$ cat src/rtl/core/pfhd_pkg.sv
`default_nettype none
// ----------------------------------------------------------------------------
// pfhd_pkg
// Shared constants and types of the page frame buffer line drawing unit.
// ----------------------------------------------------------------------------
package pfhd_pkg;

  // screen geometry
  localparam int SCREEN_WIDTH  = 128;
  localparam int SCREEN_HEIGHT = 64;

  localparam int PAGE_ROWS    = 8;
  localparam int PAGE_COUNT   = (SCREEN_HEIGHT + PAGE_ROWS - 1) / PAGE_ROWS;
  localparam int BUFFER_BYTES = SCREEN_WIDTH * PAGE_COUNT;

  localparam int ADDR_W = $clog2(BUFFER_BYTES);
  localparam int COL_W  = $clog2(SCREEN_WIDTH + 1);

  // operation codes
  localparam logic [1:0] OP_DRAW  = 2'd0;
  localparam logic [1:0] OP_CLEAR = 2'd1;
  localparam logic [1:0] OP_READ  = 2'd2;

  // colour codes that change pixels
  localparam logic [7:0] COLOUR_CLEAR = 8'd0;
  localparam logic [7:0] COLOUR_SET   = 8'd1;

  // one request as taken from the input channel
  typedef struct packed {
    logic [1:0]         op;
    logic signed [15:0] start_x;
    logic signed [15:0] row_y;
    logic [7:0]         span_width;
    logic [7:0]         colour;
    logic [9:0]         read_index;
  } item_t;

  // buffer memory access
  typedef struct packed {
    logic              we;
    logic [ADDR_W-1:0] waddr;
    logic [7:0]        wdata;
    logic [ADDR_W-1:0] raddr;
  } mem_req_t;

  // finished result towards the output register
  typedef struct packed {
    logic       valid;
    logic [7:0] data;
  } res_t;

endpackage
`default_nettype wire

$ cat src/rtl/core/pfhd_ctrl.sv
`default_nettype none
// ----------------------------------------------------------------------------
// pfhd_ctrl
// Sequencer: clips a line, walks its columns with read-modify-write,
// sweeps the buffer for clear and after reset, and serves byte reads.
// ----------------------------------------------------------------------------
module pfhd_ctrl (
  input  wire logic                      clk_i,
  input  wire logic                      rst_ni,
  input  wire logic                      in_valid_i,
  output logic                           in_stall_o,
  input  wire pfhd_pkg::item_t           item_i,
  output pfhd_pkg::mem_req_t             mem_o,
  input  wire logic [7:0]                rdata_i,
  output pfhd_pkg::res_t                 res_o,
  input  wire logic                      res_take_i
);
  import pfhd_pkg::*;

  localparam logic [2:0] ST_IDLE  = 3'd0;
  localparam logic [2:0] ST_SETUP = 3'd1;
  localparam logic [2:0] ST_DRAW  = 3'd2;
  localparam logic [2:0] ST_CLEAR = 3'd3;
  localparam logic [2:0] ST_RDATA = 3'd4;
  localparam logic [2:0] ST_DONE  = 3'd5;

  localparam logic signed [16:0] WIDTH_S   = 17'(SCREEN_WIDTH);
  localparam logic [ADDR_W-1:0]  LAST_ADDR = ADDR_W'(BUFFER_BYTES - 1);

  logic [2:0]        state_q, state_d;
  item_t             item_q;
  logic              owe_q, owe_d;
  logic [ADDR_W-1:0] clr_q, clr_d;
  logic [COL_W-1:0]  col_q, col_d;
  logic [COL_W-1:0]  end_q, end_d;
  logic [ADDR_W-1:0] base_q, base_d;
  logic [7:0]        bit_q, bit_d;
  logic              set_q, set_d;
  logic              pend_q, pend_d;
  logic [ADDR_W-1:0] pend_addr_q, pend_addr_d;
  logic [7:0]        res_q, res_d;

  logic                accept;
  logic signed [16:0]  x0_s;
  logic signed [16:0]  x1_s;
  logic                row_ok;
  logic                colour_ok;
  logic                skip;
  logic                in_range;
  logic                col_more;
  logic [ADDR_W-1:0]   col_addr;

  assign accept     = in_valid_i && !in_stall_o;
  assign in_stall_o = (state_q != ST_IDLE);

  // clipping of the line against the screen
  assign x0_s      = {item_q.start_x[15], item_q.start_x};
  assign x1_s      = x0_s + $signed({9'd0, item_q.span_width});
  assign row_ok    = !item_q.row_y[15] && (item_q.row_y[14:0] < 15'(SCREEN_HEIGHT));
  assign colour_ok = (item_q.colour == COLOUR_SET) || (item_q.colour == COLOUR_CLEAR);
  assign skip      = !row_ok || !colour_ok || (x1_s <= 17'sd0) || (x0_s >= WIDTH_S);
  assign in_range  = {6'd0, item_q.read_index} < 16'(BUFFER_BYTES);

  // column walk
  assign col_more = (col_q < end_q);
  assign col_addr = base_q + ADDR_W'(col_q);

  // next state and memory access
  always_comb begin
    state_d     = state_q;
    owe_d       = owe_q;
    clr_d       = clr_q;
    col_d       = col_q;
    end_d       = end_q;
    base_d      = base_q;
    bit_d       = bit_q;
    set_d       = set_q;
    pend_d      = pend_q;
    pend_addr_d = pend_addr_q;
    res_d       = res_q;
    mem_o.we    = 1'b0;
    mem_o.waddr = pend_addr_q;
    mem_o.wdata = 8'd0;
    mem_o.raddr = col_addr;
    case (state_q)
      ST_IDLE: begin
        if (accept) begin
          state_d = ST_SETUP;
        end
      end
      ST_SETUP: begin
        res_d = 8'd0;
        case (item_q.op)
          OP_DRAW: begin
            if (skip) begin
              state_d = ST_DONE;
            end else begin
              state_d = ST_DRAW;
              col_d   = x0_s[16] ? '0 : COL_W'(x0_s);
              end_d   = (x1_s > WIDTH_S) ? COL_W'(SCREEN_WIDTH) : COL_W'(x1_s);
              base_d  = ADDR_W'(int'(item_q.row_y[14:3]) * SCREEN_WIDTH);
              bit_d   = 8'd1 << item_q.row_y[2:0];
              set_d   = (item_q.colour == COLOUR_SET);
              pend_d  = 1'b0;
            end
          end
          OP_CLEAR: begin
            state_d = ST_CLEAR;
            clr_d   = '0;
            owe_d   = 1'b1;
          end
          OP_READ: begin
            state_d     = ST_RDATA;
            mem_o.raddr = ADDR_W'(item_q.read_index);
          end
          default: begin
            state_d = ST_DONE;
          end
        endcase
      end
      ST_DRAW: begin
        // write back the byte read in the previous cycle
        if (pend_q) begin
          mem_o.we    = 1'b1;
          mem_o.wdata = set_q ? (rdata_i | bit_q) : (rdata_i & ~bit_q);
        end
        // fetch the next column
        if (col_more) begin
          col_d       = col_q + 1'b1;
          pend_d      = 1'b1;
          pend_addr_d = col_addr;
        end else begin
          pend_d = 1'b0;
          if (!pend_q) begin
            state_d = ST_DONE;
          end
        end
      end
      ST_CLEAR: begin
        mem_o.we    = 1'b1;
        mem_o.waddr = clr_q;
        clr_d       = clr_q + 1'b1;
        if (clr_q == LAST_ADDR) begin
          state_d = owe_q ? ST_DONE : ST_IDLE;
          owe_d   = 1'b0;
        end
      end
      ST_RDATA: begin
        res_d   = in_range ? rdata_i : 8'd0;
        state_d = ST_DONE;
      end
      ST_DONE: begin
        if (res_take_i) begin
          state_d = ST_IDLE;
        end
      end
      default: begin
        state_d = ST_IDLE;
      end
    endcase
  end

  assign res_o.valid = (state_q == ST_DONE);
  assign res_o.data  = res_q;

  // control registers, reset starts the clearing sweep
  always_ff @(posedge clk_i or negedge rst_ni) begin
    if (!rst_ni) begin
      state_q <= ST_CLEAR;
      owe_q   <= 1'b0;
      clr_q   <= '0;
      pend_q  <= 1'b0;
    end else begin
      state_q <= state_d;
      owe_q   <= owe_d;
      clr_q   <= clr_d;
      pend_q  <= pend_d;
    end
  end

  // payload registers
  always_ff @(posedge clk_i) begin
    if (accept) begin
      item_q <= item_i;
    end
    col_q       <= col_d;
    end_q       <= end_d;
    base_q      <= base_d;
    bit_q       <= bit_d;
    set_q       <= set_d;
    pend_addr_q <= pend_addr_d;
    res_q       <= res_d;
  end

  // no buffer write outside a line walk or a sweep
  a_no_idle_write: assert property (@(posedge clk_i) disable iff (!rst_ni)
    (state_q == ST_IDLE || state_q == ST_DONE) |-> !mem_o.we)
    else $error("buffer written while idle");

  // write-back and fetch never hit the same byte
  a_rmw_disjoint: assert property (@(posedge clk_i) disable iff (!rst_ni)
    (state_q == ST_DRAW && pend_q && col_more) |-> (mem_o.waddr != mem_o.raddr))
    else $error("read-modify-write overlap");

  // column pointer stays inside the clipped span
  a_col_bound: assert property (@(posedge clk_i) disable iff (!rst_ni)
    (state_q == ST_DRAW) |-> (col_q <= end_q && end_q <= COL_W'(SCREEN_WIDTH)))
    else $error("column pointer past span end");

  // a pending write-back only lives inside a line walk
  a_pend_draw: assert property (@(posedge clk_i) disable iff (!rst_ni)
    pend_q |-> (state_q == ST_DRAW))
    else $error("write-back pending outside line walk");

endmodule
`default_nettype wire

$ cat config.mk
export PLATFORM = sky130hd
export DESIGN_NAME = pfhd_ctrl
export DESIGN_NICKNAME = d
export VERILOG_FILES = /design/src/rtl/core/pfhd_pkg.sv /design/src/rtl/core/pfhd_ctrl.sv
export SDC_FILE = /design/constraint.sdc
export NUM_CORES = 1
export LEC_CHECK = 0
export ABC_AREA = 1
export ABC_CLOCK_PERIOD_IN_PS = 11550
export BUFFER_PORTS_ARGS = -buffer_cell sky130_fd_sc_hd__buf_2
export CAP_MARGIN = 20
export CORE_UTILIZATION = 33
export DETAILED_ROUTE_END_ITERATION = 8
export PLACE_DENSITY = 0.51
export RECOVER_POWER = 100
export SYNTH_ARGS = -nofsm -noshare
export SYNTH_HDL_FRONTEND = slang
export SYNTH_SLANG_ARGS = --single-unit
$ cat constraint.sdc
create_clock -name clk_i -period 11.55 [get_ports clk_i]
set_clock_uncertainty 0.05 [all_clocks]
set_input_delay 1.155 -clock clk_i [delete_from_list [all_inputs] [get_ports clk_i]]
set_output_delay 1.155 -clock clk_i [all_outputs]
set_load 0.03 [all_outputs]
# After elaboration in Yosys (flattened, before gate mapping)

Cells that the tools add are included.
Widths: inputs -> output; s select.

Bitwise logic cells: 4
Add/subtract/negate cells: 4
Eq/ne operators: 18
Divide/modulo/power cells: 0
Magnitude comparators: 5
Muxes and demuxes: 32
Shifts and indexed selects: 1
Reductions and logical operators: 24
Multipliers: 0

Operator list:

| cell                  | count |
|---|---|
| $mux 8                | 7 |
| $mux 10               | 4 |
| $pmux 8 s2            | 2 |
| $mux 3                | 7 |
| $pmux 10 s2           | 1 |
| $pmux 3 s6            | 1 |
| $add 16x9->17         | 1 |
| $gt 17x9->1 const B   | 1 |
| $le 17x1->1 const B   | 1 |
| $ge 16x9->1 const B   | 1 |
| $lt 15x7->1 const B   | 1 |
| $ne 2x2->1 const B    | 6 |
| $add 10x1->10 const B | 1 |
| $add 10x8->10         | 1 |
| $eq 10x10->1 const B  | 1 |
| $pmux 3 s3            | 1 |
| $reduce_and 3->1      | 3 |
| $add 8x1->8 const B   | 1 |
| $and 8x8->8           | 1 |
| $eq 8x1->1 const B    | 1 |
| $logic_not 8->1       | 1 |
| $lt 8x8->1            | 1 |
| $not 8->8             | 1 |
| $or 8x8->8            | 1 |
| other kinds (20)      | 41 |

Bits in latches: 0
Memory bits (writable): 0
Register bits after elaboration: 121
Memories kept: 0
Bits in read-only memories: 0

# Depth between registers and ports, before layout

Gate-level depths: netlist of run 1.

Depth in word-level cells: 9
Depth in mapped cells: 19
Gate-level depth less buffers: 19

# Least setup slack after synthesis of run 1

OpenSTA, ideal clock, no wires.

Path type: in2reg
Start point: input port in_valid_i
End point: register item_q[0] (netlist name), enable pin
Arrival time: 3.686 ns
Path slack: 7.335 ns
Required time: 11.022 ns
Stages: 2
Path through: inv_1 > nor2_1

Cells in the longest elaborated chain, start to end: 1

RTL lines:

| item                 | RTL line         | text |
|---|---|---|
| start, declared      | pfhd_ctrl.sv:10  | `input wire logic in_valid_i,` |
| $logic_and 1x1->1    | pfhd_ctrl.sv:53  | `assign accept = in_valid_i && !in_stall_o;` |
| named net accept     | pfhd_ctrl.sv:43  | `logic accept;` |
| end signal, assigned | pfhd_ctrl.sv:184 | `item_q <= item_i;` |
| end, declared        | pfhd_ctrl.sv:31  | `item_t item_q;` |

The timed path passes the listed nets, and every way through them passes these cells.
A chain may end at the register's enable or synchronous reset.

==> impl_metrics.json, run 1 <==
{
  "place.port_buffers": 110,
  "cts.path.max_buffers": 2,
  "grt_first_pass_wirelength_um": 20200,
  "cts_root_buf": "clkbuf_16",
  "worstPathMaxFanout": 17,
  "met2WireLength_um": 6070,
  "multi_input_area_mm2": 0.00193,
  "final.hold.worst_slack_ns": 0.371,
  "yosys_warnings": 0,
  "clock_slew_at_the_register_clock_pins_of_the_worst_setup_and_hold_paths_ns": 0.05,
  "design.die.area_mm2": 0.0183,
  "syn-instance-count": 587,
  "synth_fa_ha_area_share_pct": 4.40,
  "synth_top_area_share_pct": 54.3,
  "timing.max_slew.rel_slack_pct": -120,
  "mappedNetlistNets": 679,
  "worstPathArrival_ns": 2.92,
  "post_synth_most_frequent_cells": "nand2_1 (127), edfxtp_1 (106), inv_1 (84)",
  "synth_enable_flop_cells": 106,
  "power_frac_comb_pct": 26.0,
  "globalRouteTotalUtil_pct": 14.7,
  "die_span_x_um": 135,
  "synth_xor_area_share_pct": 1.49,
  "met3_length_um": 578,
  "clock_tree_from_tritoncts": "built",
  "fillerInstances": 1740,
  "netlist_area_mm2": 0.00586,
  "fraction_of_the_mapped_netlist_area_in_simple_logic_gates_pct": 20.2,
  "pwr_density_cell_mw_per_mm2": 214,
  "seq_area_frac_synth_pct": 60.8,
  "fmax_mhz": 242,
  "total_leakage_power_nw": 3.08,
  "postRouteAntennaNets": 0,
  "synth_async_sr_flop_share_pct": 12.4,
  "critical-path-slowest-cell": "nand3_1",
  "status": "finished, violations left",
  "critical_path_startpoint_category": "register",
  "main_combinational_cell_family_by_area_after_synthesis": "simple AND/OR/NAND/NOR gates",
  "initial_utilization_pct": 33.9,
  "final_layout_size_suffix_gt1_share_pct": 16.0,
  "remaining_drc_errors": 0,
  "drt-wirelength-per-cell_um": 13.2,
  "antenna_found_initial": 0,
  "post-route-util_pct": 41.5,
  "dpl.hpwl_um": 9420,
  "drt-total-wl_um": 12500,
  "count_of_inserted_antenna_diode_cells": 0,
  "detailedRoute.firstIterationViolations": 251,
  "place_ws_ns": 8.27,
  "power.switching_fraction_pct": 33.7,
  "synth_top_cells_by_area": "edfxtp_1 (54%), nand2_1 (8.1%), dfrtp_1 (5.6%), inv_1 (5.4%), nor2_1 (5.0%)",
  "routabilityCongestion": 0.881,
  "yosys.cell_count.top_type": "nand2_1",
  "finalWorstSetupSlack_ns": 7.42,
  "cp_cell_sequence": "inv_1 > nor3_1 > nand3_1 > mux2_2 > clkbuf_1",
  "height_of_the_die_um": 135,
  "sequential_cell_area_mm2": 0.00356,
  "first_global_vias": 4275,
  "post-synth-top-area-cell": "edfxtp_1",
  "fin_tns_setup_ns": 0,
  "synth_compound_area_share_pct": 6.58,
  "ys.flop_type": "edfxtp_1",
  "worst_margin_pin_slew_ns": 3.30,
  "cts.hold.buffers_added": 0,
  "yosys_register_bits": 121,
  "grt_overflow_total": 0,
  "cts_inserted_buffers": 17,
  "post_cts_resized": 0,
  "instance_area_at_placement_mm2": 0.00669,
  "p_clk_share_pct": 33.0,
  "ir_worst_vdd_mv": 0.107,
  "top_layer_used": "met4",
  "timing.max_cap.violations": 1,
  "hold_path_class": "reg2reg",
  "setup_viol_count_final": 0,
  "cts-htree-levels": 4,
  "post_synth_num_cell_types": 43,
  "intPower_mw": 1.02,
  "crit_family": "simple AND/OR/NAND/NOR gates",
  "slowest_delay_ns": 0.65,
  "path_buf_inv": 2,
  "cp_data_required_time_ns": 10.35,
  "postCtsSetupBuffers": 0,
  "tritoncts_num_sinks": 121,
  "critPathCaptureType": "output pin",
  "failing_checks": "max-capacitance violations, max-slew violations",
  "unrepaired_setup_endpoints_after_global_routing": "false",
  "post-route-period-util_pct": 35.7,
  "floorplan.core_area_mm2": 0.0173,
  "area_delta_synth_final_pct": 22.6,
  "vias": 4299,
  "placementRows": 48,
  "netSwitchingPower_uw": 519,
  "num_io_pins": 111,
  "synthMuxAreaShare_pct": 0.576,
  "synth_area_per_cell_um2": 9.98,
  "vias_per_cell": 4.52,
  "clk_latency_ns": 0.42,
  "setup.worst_path.class": "reg2out",
  "grt_max_degree": 61,
  "hold_violations": 0,
  "met1_length_um": 5660,
  "seq_power_share_pct": 40.9,
  "minimum_clock_period_after_layout_ns": 4.13,
  "firstDrtPassIters": 4,
  "slew_violations": 61,
  "design_area_mm2": 0.00718,
  "final_nets": 805
}
-- power groups by stage --
stage | logic (mW) | registers (mW) | clock network, mW
2_1_floorplan | 0.280 | 0.656 | 0
3_3_place_gp | 0.416 | 0.635 | 0
3_5_place_dp | 0.419 | 0.637 | 0
4_1_cts | 0.421 | 0.628 | 0.524
5_1_grt | 0.455 | 0.640 | 0.543
6_report | 0.401 | 0.630 | 0.508
-- sequential cells by signal, indices dropped and copies added, names as in the netlist --
signal and flops:
col_q 8, owe_q 1, set_q 1, clr_q 10, pend_q 1, res_q 8
pend_addr_q 10, state_q 3, item_q 60, end_q 8, bit_q 8, base_q 3
-- per-stage QoR --
stage	cells	total power, mW
2_1_floorplan	587	0.937
3_3_place_gp	918	1.05
3_5_place_dp	918	1.06
4_1_cts	950	1.57
5_1_grt	951	1.64
6_report	951	1.54
-- worst paths after layout --
| kind | from | slack, ns | end | cells after the start |
|---|---|---|---|---|
| max | state_q[0]$_DFFE_PN1P_ | 7.42 | mem_o[8] | 5 |
| min | item_q[29]$_DFFE_PP_ | 0.37 | base_q[7]$_DFFE_PP_ | 0 |
| max reg2reg | state_q[1]$_DFFE_PN1P_ | 7.82 | item_q[42]$_DFFE_PP_ | 4 |
| min reg2reg | item_q[29]$_DFFE_PP_ | 0.37 | base_q[7]$_DFFE_PP_ | 0 |
| max in group asynchronous | rst_ni | 10.12 | clr_q[3]$_DFFE_PN0P_ | 1 |
| min in group asynchronous | rst_ni | 0.78 | clr_q[5]$_DFFE_PN0P_ | 1 |
-- layout by cell type, fill, tap and decap left out, drive strengths merged, types with 2 or more instances in the layout --
master	Yosys	layout
bufinv	0	2
nand3	24	24
clkinv	0	9
nor2	83	83
xor2	6	6
mux2	3	3
xnor2	4	4
and2	2	2
inv	87	86
dfstp	2	2
o211ai	2	2
nor3	13	13
or2	3	3
clkinvlp	0	3
dfrtp	13	13
nand4	6	6
nor3b	2	2
o22ai	2	2
a21oi	34	34
buf	2	73
o21ai	22	22
a32o	2	2
nand3b	3	3
edfxtp	106	106
a22o	2	2
nand2	130	130
nor4	6	6
ha	19	19
clkbuf	3	58
-- cell type report --
type / count / area share, %
flip-flops and latches: 121 / 49.6
multi-input cells: 374 / 26.9
repair buffers: 112 / 7.12
clock buffers: 19 / 6.17
inverters: 87 / 4.55
well taps: 225 / 3.92
clock inverters: 13 / 1.79
-- per-layer routing --
metal | vias to the layer above | track usage [%]
li1 | 2223 | -
met1 | 1972 | 17.7
met2 | 88 | 24.4
met3 | 16 | 4.71
met4 | 0 | 5.68
met5 | - | 0
-- logic make-up (layout without fill, tap and decap cells) --
family	Yosys count	in the layout
AO/OA/AOI/OAI	68	68
flip-flops	121	121
buffers and inverters	92	231
AND/OR/NAND/NOR	273	273
adder cells (fa/ha/maj)	20	20
multiplexers	3	3
XOR/XNOR	10	10
(Power assumes the default switching activity.)
==> inputs of run 2 (changes only) <==
ABC_AREA = 0   (was 1)
ABC_CLOCK_PERIOD_IN_PS = 3900   (was 11550)
clock period = 3.9 ns   (was 11.55 ns; I/O delays follow)
==> impl_metrics.json, run 2 <==
{
  "post-route-period-util_pct": 88.6,
  "globalRouteTotalUtil_pct": 14.6,
  "worstPathMaxFanout": 13,
  "timing.max_cap.violations": 0,
  "setup.worst_path.class": "reg2reg",
  "grt_first_pass_wirelength_um": 20200,
  "clk_latency_ns": 0.41,
  "synth_area_per_cell_um2": 12.4,
  "fin_tns_setup_ns": 0,
  "hold_violations": 0,
  "final_layout_size_suffix_gt1_share_pct": 18.9,
  "minimum_clock_period_after_layout_ns": 3.46,
  "cp_data_required_time_ns": 3.94,
  "cts_root_buf": "clkbuf_16",
  "slew_violations": 0,
  "r2r-start": "item_q[42]$_DFFE_PP_",
  "first_global_vias": 4000,
  "design_area_mm2": 0.00705,
  "worstHoldStart": "item_i[6]",
  "die_span_x_um": 135,
  "drt-wirelength-per-cell_um": 15.0,
  "tritoncts_num_sinks": 121,
  "critical_path_startpoint_category": "register",
  "postRouteAntennaNets": 0,
  "syn-instance-count": 472,
  "postCtsSetupBuffers": 0,
  "seq_area_frac_synth_pct": 61.0,
  "min_path_cells": 1,
  "initial_utilization_pct": 33.8,
  "setup.reg_to_reg.worst_slack_ns": 0.44,
  "mostFrequentLayoutCell": "edfxtp_1",
  "instance_area_at_placement_mm2": 0.00665,
  "synth_top_cells_by_area": "edfxtp_1 (54%), dfrtp_1 (5.6%), ha_1 (4.1%), nand2_1 (4.0%), mux2i_1 (2.2%)",
  "place.port_buffers": 110,
  "final_nets": 683,
  "mappedNetlistNets": 564,
  "grt_max_degree": 48,
  "cts-htree-levels": 4,
  "clock_slew_at_the_register_clock_pins_of_the_worst_setup_and_hold_paths_ns": 0.05,
  "post_synth_most_frequent_cells": "edfxtp_1 (106), nand2_1 (62), nor2_1 (32)",
  "antenna_found_initial": 0,
  "area_delta_synth_final_pct": 20.7,
  "timing.max_slew.rel_slack_pct": 8.13,
  "routabilityCongestion": 0.831,
  "placementRows": 48,
  "critical_path.reg2reg.endpoint": "bit_q[7]$_SDFFCE_PN0P_",
  "vias": 3983,
  "ir_worst_vdd_mv": 0.414,
  "post_synth_num_cell_types": 65,
  "largest_registers": "item_q x60, clr_q x10, pend_addr_q x10",
  "fmax_mhz": 289,
  "dpl.hpwl_um": 9190,
  "cts_inserted_buffers": 17,
  "drt-total-wl_um": 12400,
  "cts.path.max_buffers": 2,
  "post-synth-top-area-cell": "edfxtp_1",
  "setup_viol_count_final": 0,
  "vias_per_cell": 4.80,
  "count_of_inserted_antenna_diode_cells": 0,
  "placed_cells": 796,
  "design.die.area_mm2": 0.0182,
  "clock_tree_from_tritoncts": "built",
  "num_io_pins": 111,
  "synth_enable_flop_cells": 106,
  "yosys_register_bits": 121,
  "yosys.cell_count.top_type": "edfxtp_1",
  "floorplan.core_area_mm2": 0.0173,
  "ys.flop_type": "edfxtp_1",
  "final_cell_count_no_fill": 829,
  "layout.cells.most_common_list": "edfxtp_1 (106), buf_2 (71), nand2_1 (62), clkbuf_1 (43), nor2_1 (32)",
  "total_leakage_power_nw": 2.71,
  "worstPathArrival_ns": 3.50,
  "place_ws_ns": 0.563,
  "worst_margin_pin_slew_ns": 1.37,
  "synth_top_area_share_pct": 54.5,
  "post-route-util_pct": 40.8,
  "unrepaired_setup_endpoints_after_global_routing": "false",
  "detailedRoute.firstIterationViolations": 229,
  "grt_overflow_total": 0,
  "worst_r2r_path_depth": 9,
  "critPathCaptureType": "register",
  "registers.top_by_ff_count": "item_q",
  "netlist_area_mm2": 0.00584,
  "remaining_drc_errors": 0,
  "yosys_warnings": 0,
  "holdPathEnd": "item_q[6]$_DFFE_PP_",
  "finalWorstSetupSlack_ns": 0.444,
  "height_of_the_die_um": 135,
  "synth_async_sr_flop_share_pct": 12.4,
  "pwr_density_cell_mw_per_mm2": 666,
  "firstDrtPassIters": 5,
  "hold_path_class": "in2reg",
  "status": "finished clean",
  "largest_register_ffs": 60
}
## run 2: changes by cell type after synthesis, sizes merged, moves of 7 or more
cell and change:
nand3b +9, nor3 -8, and2 +18, mux2 +7, mux2i +13, nor3b +7
nand2 -68, inv -71, a21oi -20, a211oi +7, nor2 -51
## run 2: area by class of cell
class	count	area (um2)
clock buffer	19	433
clock inverter	13	62.6
fill	1704	10200
inverter	16	60.1
multi-input combinational	321	2130
sequential	121	3560
tap	225	282
timing repair buffer	114	527
## run 2: stage by stage
| stage | total power, mW | hold slack (ns) |
|---|---|---|
| 2_1_floorplan | 3.07 | 0.0444 |
| 3_3_place_gp | 3.48 | 0.274 |
| 3_5_place_dp | 3.50 | 0.277 |
| 4_1_cts | 4.83 | 0.0837 |
| 5_1_grt | 4.99 | 0.0808 |
| 6_report | 4.70 | 0.105 |
## run 2: worst max-delay path, cell delays in order (launching register included)
cell and delay, ns:
edfxtp_1 0.39, ha_1 0.24, fa_1 0.43, a211oi_1 0.50, nor4_4 0.11, nor3_2 0.22
nor3_1 0.13, o211a_1 0.28, a211oi_4 0.47, buf_4 0.33
## run 2: what timing repair did
action | in CTS | in global routing
endpoints found under the hold margin | 13 | 0
hold buffers | 1 | 0
gates resized for setup | 0 | 0
## run 2: how the worst max path moves through the flow
| stage | slack [ns] | cells after the start | to | start |
|---|---|---|---|---|
| 2_1_floorplan | 0.51 | 8 | base_q[7]$_DFFE_PP_ | item_q[42]$_DFFE_PP_ |
| 3_3_place_gp | 0.66 | 9 | bit_q[0]$_SDFFCE_PP0P_ | item_q[42]$_DFFE_PP_ |
| 3_5_place_dp | 0.56 | 9 | set_q$_DFFE_PP_ | item_q[42]$_DFFE_PP_ |
| 4_1_cts | 0.55 | 9 | bit_q[7]$_SDFFCE_PN0P_ | item_q[42]$_DFFE_PP_ |
| 5_1_grt | 0.20 | 3 | item_q[43]$_DFFE_PP_ | state_q[2]$_DFFE_PN0P_ |
| 6_report | 0.44 | 9 | bit_q[7]$_SDFFCE_PN0P_ | item_q[42]$_DFFE_PP_ |
## run 2: layer usage
| layer | up-vias | part of all wire (%) | GRT usage (%) |
|---|---|---|---|
| li1 | 1995 | - | - |
| met1 | 1878 | 45 | 18.6 |
| met2 | 100 | 48 | 23.7 |
| met3 | 10 | 5.2 | 4.32 |
| met4 | 0 | 1.1 | 4.93 |
| met5 | - | 0 | 0 |
## run 2: power breakdown
| group | switching (mW) | internal [mW] |
|---|---|---|
| clock | 0.519 | 0.788 |
| sequential | 0.189 | 1.77 |
| combinational | 0.959 | 0.468 |
| total | 1.67 | 3.03 |
## run 2: logic make-up (layout without fill, tap and decap cells)
logic type / Yosys count / in the layout / synth area share (%)
AND/OR/NAND/NOR: 190 / 190 / 17.4
flip-flops: 121 / 121 / 61.0
buffers and inverters: 30 / 162 / 2.10
XOR/XNOR: 12 / 12 / 1.80
multiplexers: 23 / 23 / 4.16
AO/OA/AOI/OAI: 76 / 76 / 9.21
adder cells (fa/ha/maj): 20 / 20 / 4.41
==> inputs of run 3 (changes only) <==
CTS_BUF_LIST = sky130_fd_sc_hd__clkbuf_16   (was unset)
==> impl_metrics.json, run 3 (synthesis results as in run 2) <==
{
  "globalRouteTotalUtil_pct": 14.6,
  "cts-htree-levels": 4,
  "initial_utilization_pct": 33.8,
  "hold_violations": 0,
  "postCtsSetupBuffers": 0,
  "vias_per_cell": 4.81,
  "worstPathArrival_ns": 3.50,
  "tritoncts_num_sinks": 121,
  "first_global_vias": 4000,
  "hold_path_class": "in2reg",
  "p_clk_share_pct": 27.7,
  "worst_margin_pin_slew_ns": 1.37,
  "fin_tns_setup_ns": 0,
  "unrepaired_setup_endpoints_after_global_routing": "false",
  "fmax_mhz": 289,
  "final_cell_count_no_fill": 829,
  "cp_cell_sequence": "ha_1 > fa_1 > a211oi_1 > nor4_4 > nor3_2 > nor3_1 > o211a_1 > a211oi_4 > buf_4",
  "timing.max_cap.violations": 0,
  "post-route-period-util_pct": 88.6,
  "ir_worst_vdd_mv": 0.414,
  "antenna_found_initial": 0,
  "setup_viol_count_final": 0,
  "power.switching_fraction_pct": 35.5,
  "detailedRoute.firstIterationViolations": 229,
  "dpl.hpwl_um": 9190,
  "top_layer_used": "met4",
  "routabilityCongestion": 0.831,
  "cts_inserted_buffers": 17,
  "area_delta_synth_final_pct": 20.7,
  "seq_power_share_pct": 41.8,
  "floorplan.core_area_mm2": 0.0173,
  "setup.worst_path.class": "reg2reg",
  "num_io_pins": 111,
  "critPathCaptureType": "register",
  "setup.reg_to_reg.worst_slack_ns": 0.44,
  "intPower_mw": 3.02,
  "count_of_inserted_antenna_diode_cells": 0,
  "netSwitchingPower_mw": 1.67,
  "drt-total-wl_um": 12400,
  "crit_family": "compound AO/OA/AOI/OAI gates",
  "place.port_buffers": 110,
  "minimum_clock_period_after_layout_ns": 3.46,
  "cts.path.max_buffers": 2,
  "cp_data_required_time_ns": 3.94,
  "clk_latency_ns": 0.41,
  "mostFrequentLayoutCell": "edfxtp_1",
  "pwr_density_cell_mw_per_mm2": 665,
  "largest_register_ffs": 60,
  "postRouteAntennaNets": 0,
  "slowest_delay_ns": 0.50,
  "clock_tree_from_tritoncts": "built",
  "grt_first_pass_wirelength_um": 20200,
  "remaining_drc_errors": 0,
  "critical_path_startpoint_category": "register",
  "path_buf_inv": 1,
  "met2WireLength_um": 6010,
  "design.die.area_mm2": 0.0182,
  "final_layout_size_suffix_gt1_share_pct": 18.9,
  "die_span_x_um": 135,
  "worstPathMaxFanout": 13,
  "met3_length_um": 645,
  "placed_cells": 796,
  "layout.cells.most_common_list": "edfxtp_1 (106), buf_2 (71), nand2_1 (62), clkbuf_1 (41), nor2_1 (32)",
  "firstDrtPassIters": 5,
  "registers.top_by_ff_count": "item_q",
  "status": "finished clean",
  "largest_registers": "item_q x60, clr_q x10, pend_addr_q x10",
  "placementRows": 48,
  "height_of_the_die_um": 135,
  "critical-path-slowest-cell": "a211oi_1",
  "timing.max_slew.rel_slack_pct": 8.52,
  "fillerInstances": 1704,
  "vias": 3984,
  "clock_slew_at_the_register_clock_pins_of_the_worst_setup_and_hold_paths_ns": 0.05,
  "grt_overflow_total": 0,
  "met1_length_um": 5660,
  "grt_max_degree": 48,
  "multi_input_area_mm2": 0.00213,
  "final_nets": 683,
  "power_frac_comb_pct": 30.4,
  "sequential_cell_area_mm2": 0.00356,
  "cts_root_buf": "clkbuf_16",
  "drt-wirelength-per-cell_um": 15.0,
  "total_leakage_power_nw": 2.72,
  "slew_violations": 0
}
run 3: cell types whose count changed in the layout (fill, tap and decap cells not counted), sizes merged:
cell / before / now
clkbuf: 60 / 58
inv: 16 / 18
run 3: metal layers:
layer | global-route usage, % | vias to the layer above
met3 | 4.32 | 10
met1 | 18.6 | 1879
met5 | 0 | -
li1 | - | 1995
met4 | 4.93 | 0
met2 | 23.7 | 100
run 3: timing repair:
item | in CTS | in global routing
endpoints found under the hold margin | 13 | 0
hold buffers | 1 | 0
gates resized for setup | 0 | 0
run 3: layout make-up:
cell class / instances / area share (%)
clock inverters: 15 / 0.994
repair buffers: 114 / 7.47
multi-input cells: 321 / 30.2
well taps: 225 / 3.99
inverters: 16 / 0.852
clock buffers: 17 / 6.03
flip-flops and latches: 121 / 50.5
run 3: power groups by stage:
stage	Sequential [mW]	Combinational [mW]	Clock [mW]
global placement	1.98	1.50	0
CTS	1.96	1.52	1.34
floorplan	1.98	1.08	0
finish	1.96	1.43	1.30
global route	2.00	1.59	1.40
detailed placement	1.99	1.51	0
run 3: stage by stage:
| stage | hold slack, ns | total power [mW] | instance area (um2) | setup slack (ns) | util, % |
|---|---|---|---|---|---|
| final | 0.105 | 4.69 | 7050 | 0.444 | 40.8 |
| after global routing | 0.0808 | 4.98 | 7050 | 0.195 | 40.8 |
| after CTS | 0.0837 | 4.82 | 7150 | 0.547 | 41.4 |
| after detailed placement | 0.277 | 3.50 | 6650 | 0.563 | 38.4 |
| after global placement | 0.274 | 3.48 | 6650 | 0.656 | 38.4 |
| after floorplan | 0.0444 | 3.07 | 5840 | 0.513 | - |
run 3: worst paths after layout:
kind / start / end / cells past startpoint
max: item_q[42]$_DFFE_PP_ / bit_q[7]$_SDFFCE_PN0P_ / 9
min: item_i[6] / item_q[6]$_DFFE_PP_ / 1
max reg2reg: item_q[42]$_DFFE_PP_ / bit_q[7]$_SDFFCE_PN0P_ / 9
min reg2reg: item_q[30]$_DFFE_PP_ / base_q[8]$_DFFE_PP_ / 0
max in group asynchronous: rst_ni / clr_q[1]$_DFFE_PN0P_ / 2
min in group asynchronous: rst_ni / clr_q[7]$_DFFE_PN0P_ / 2
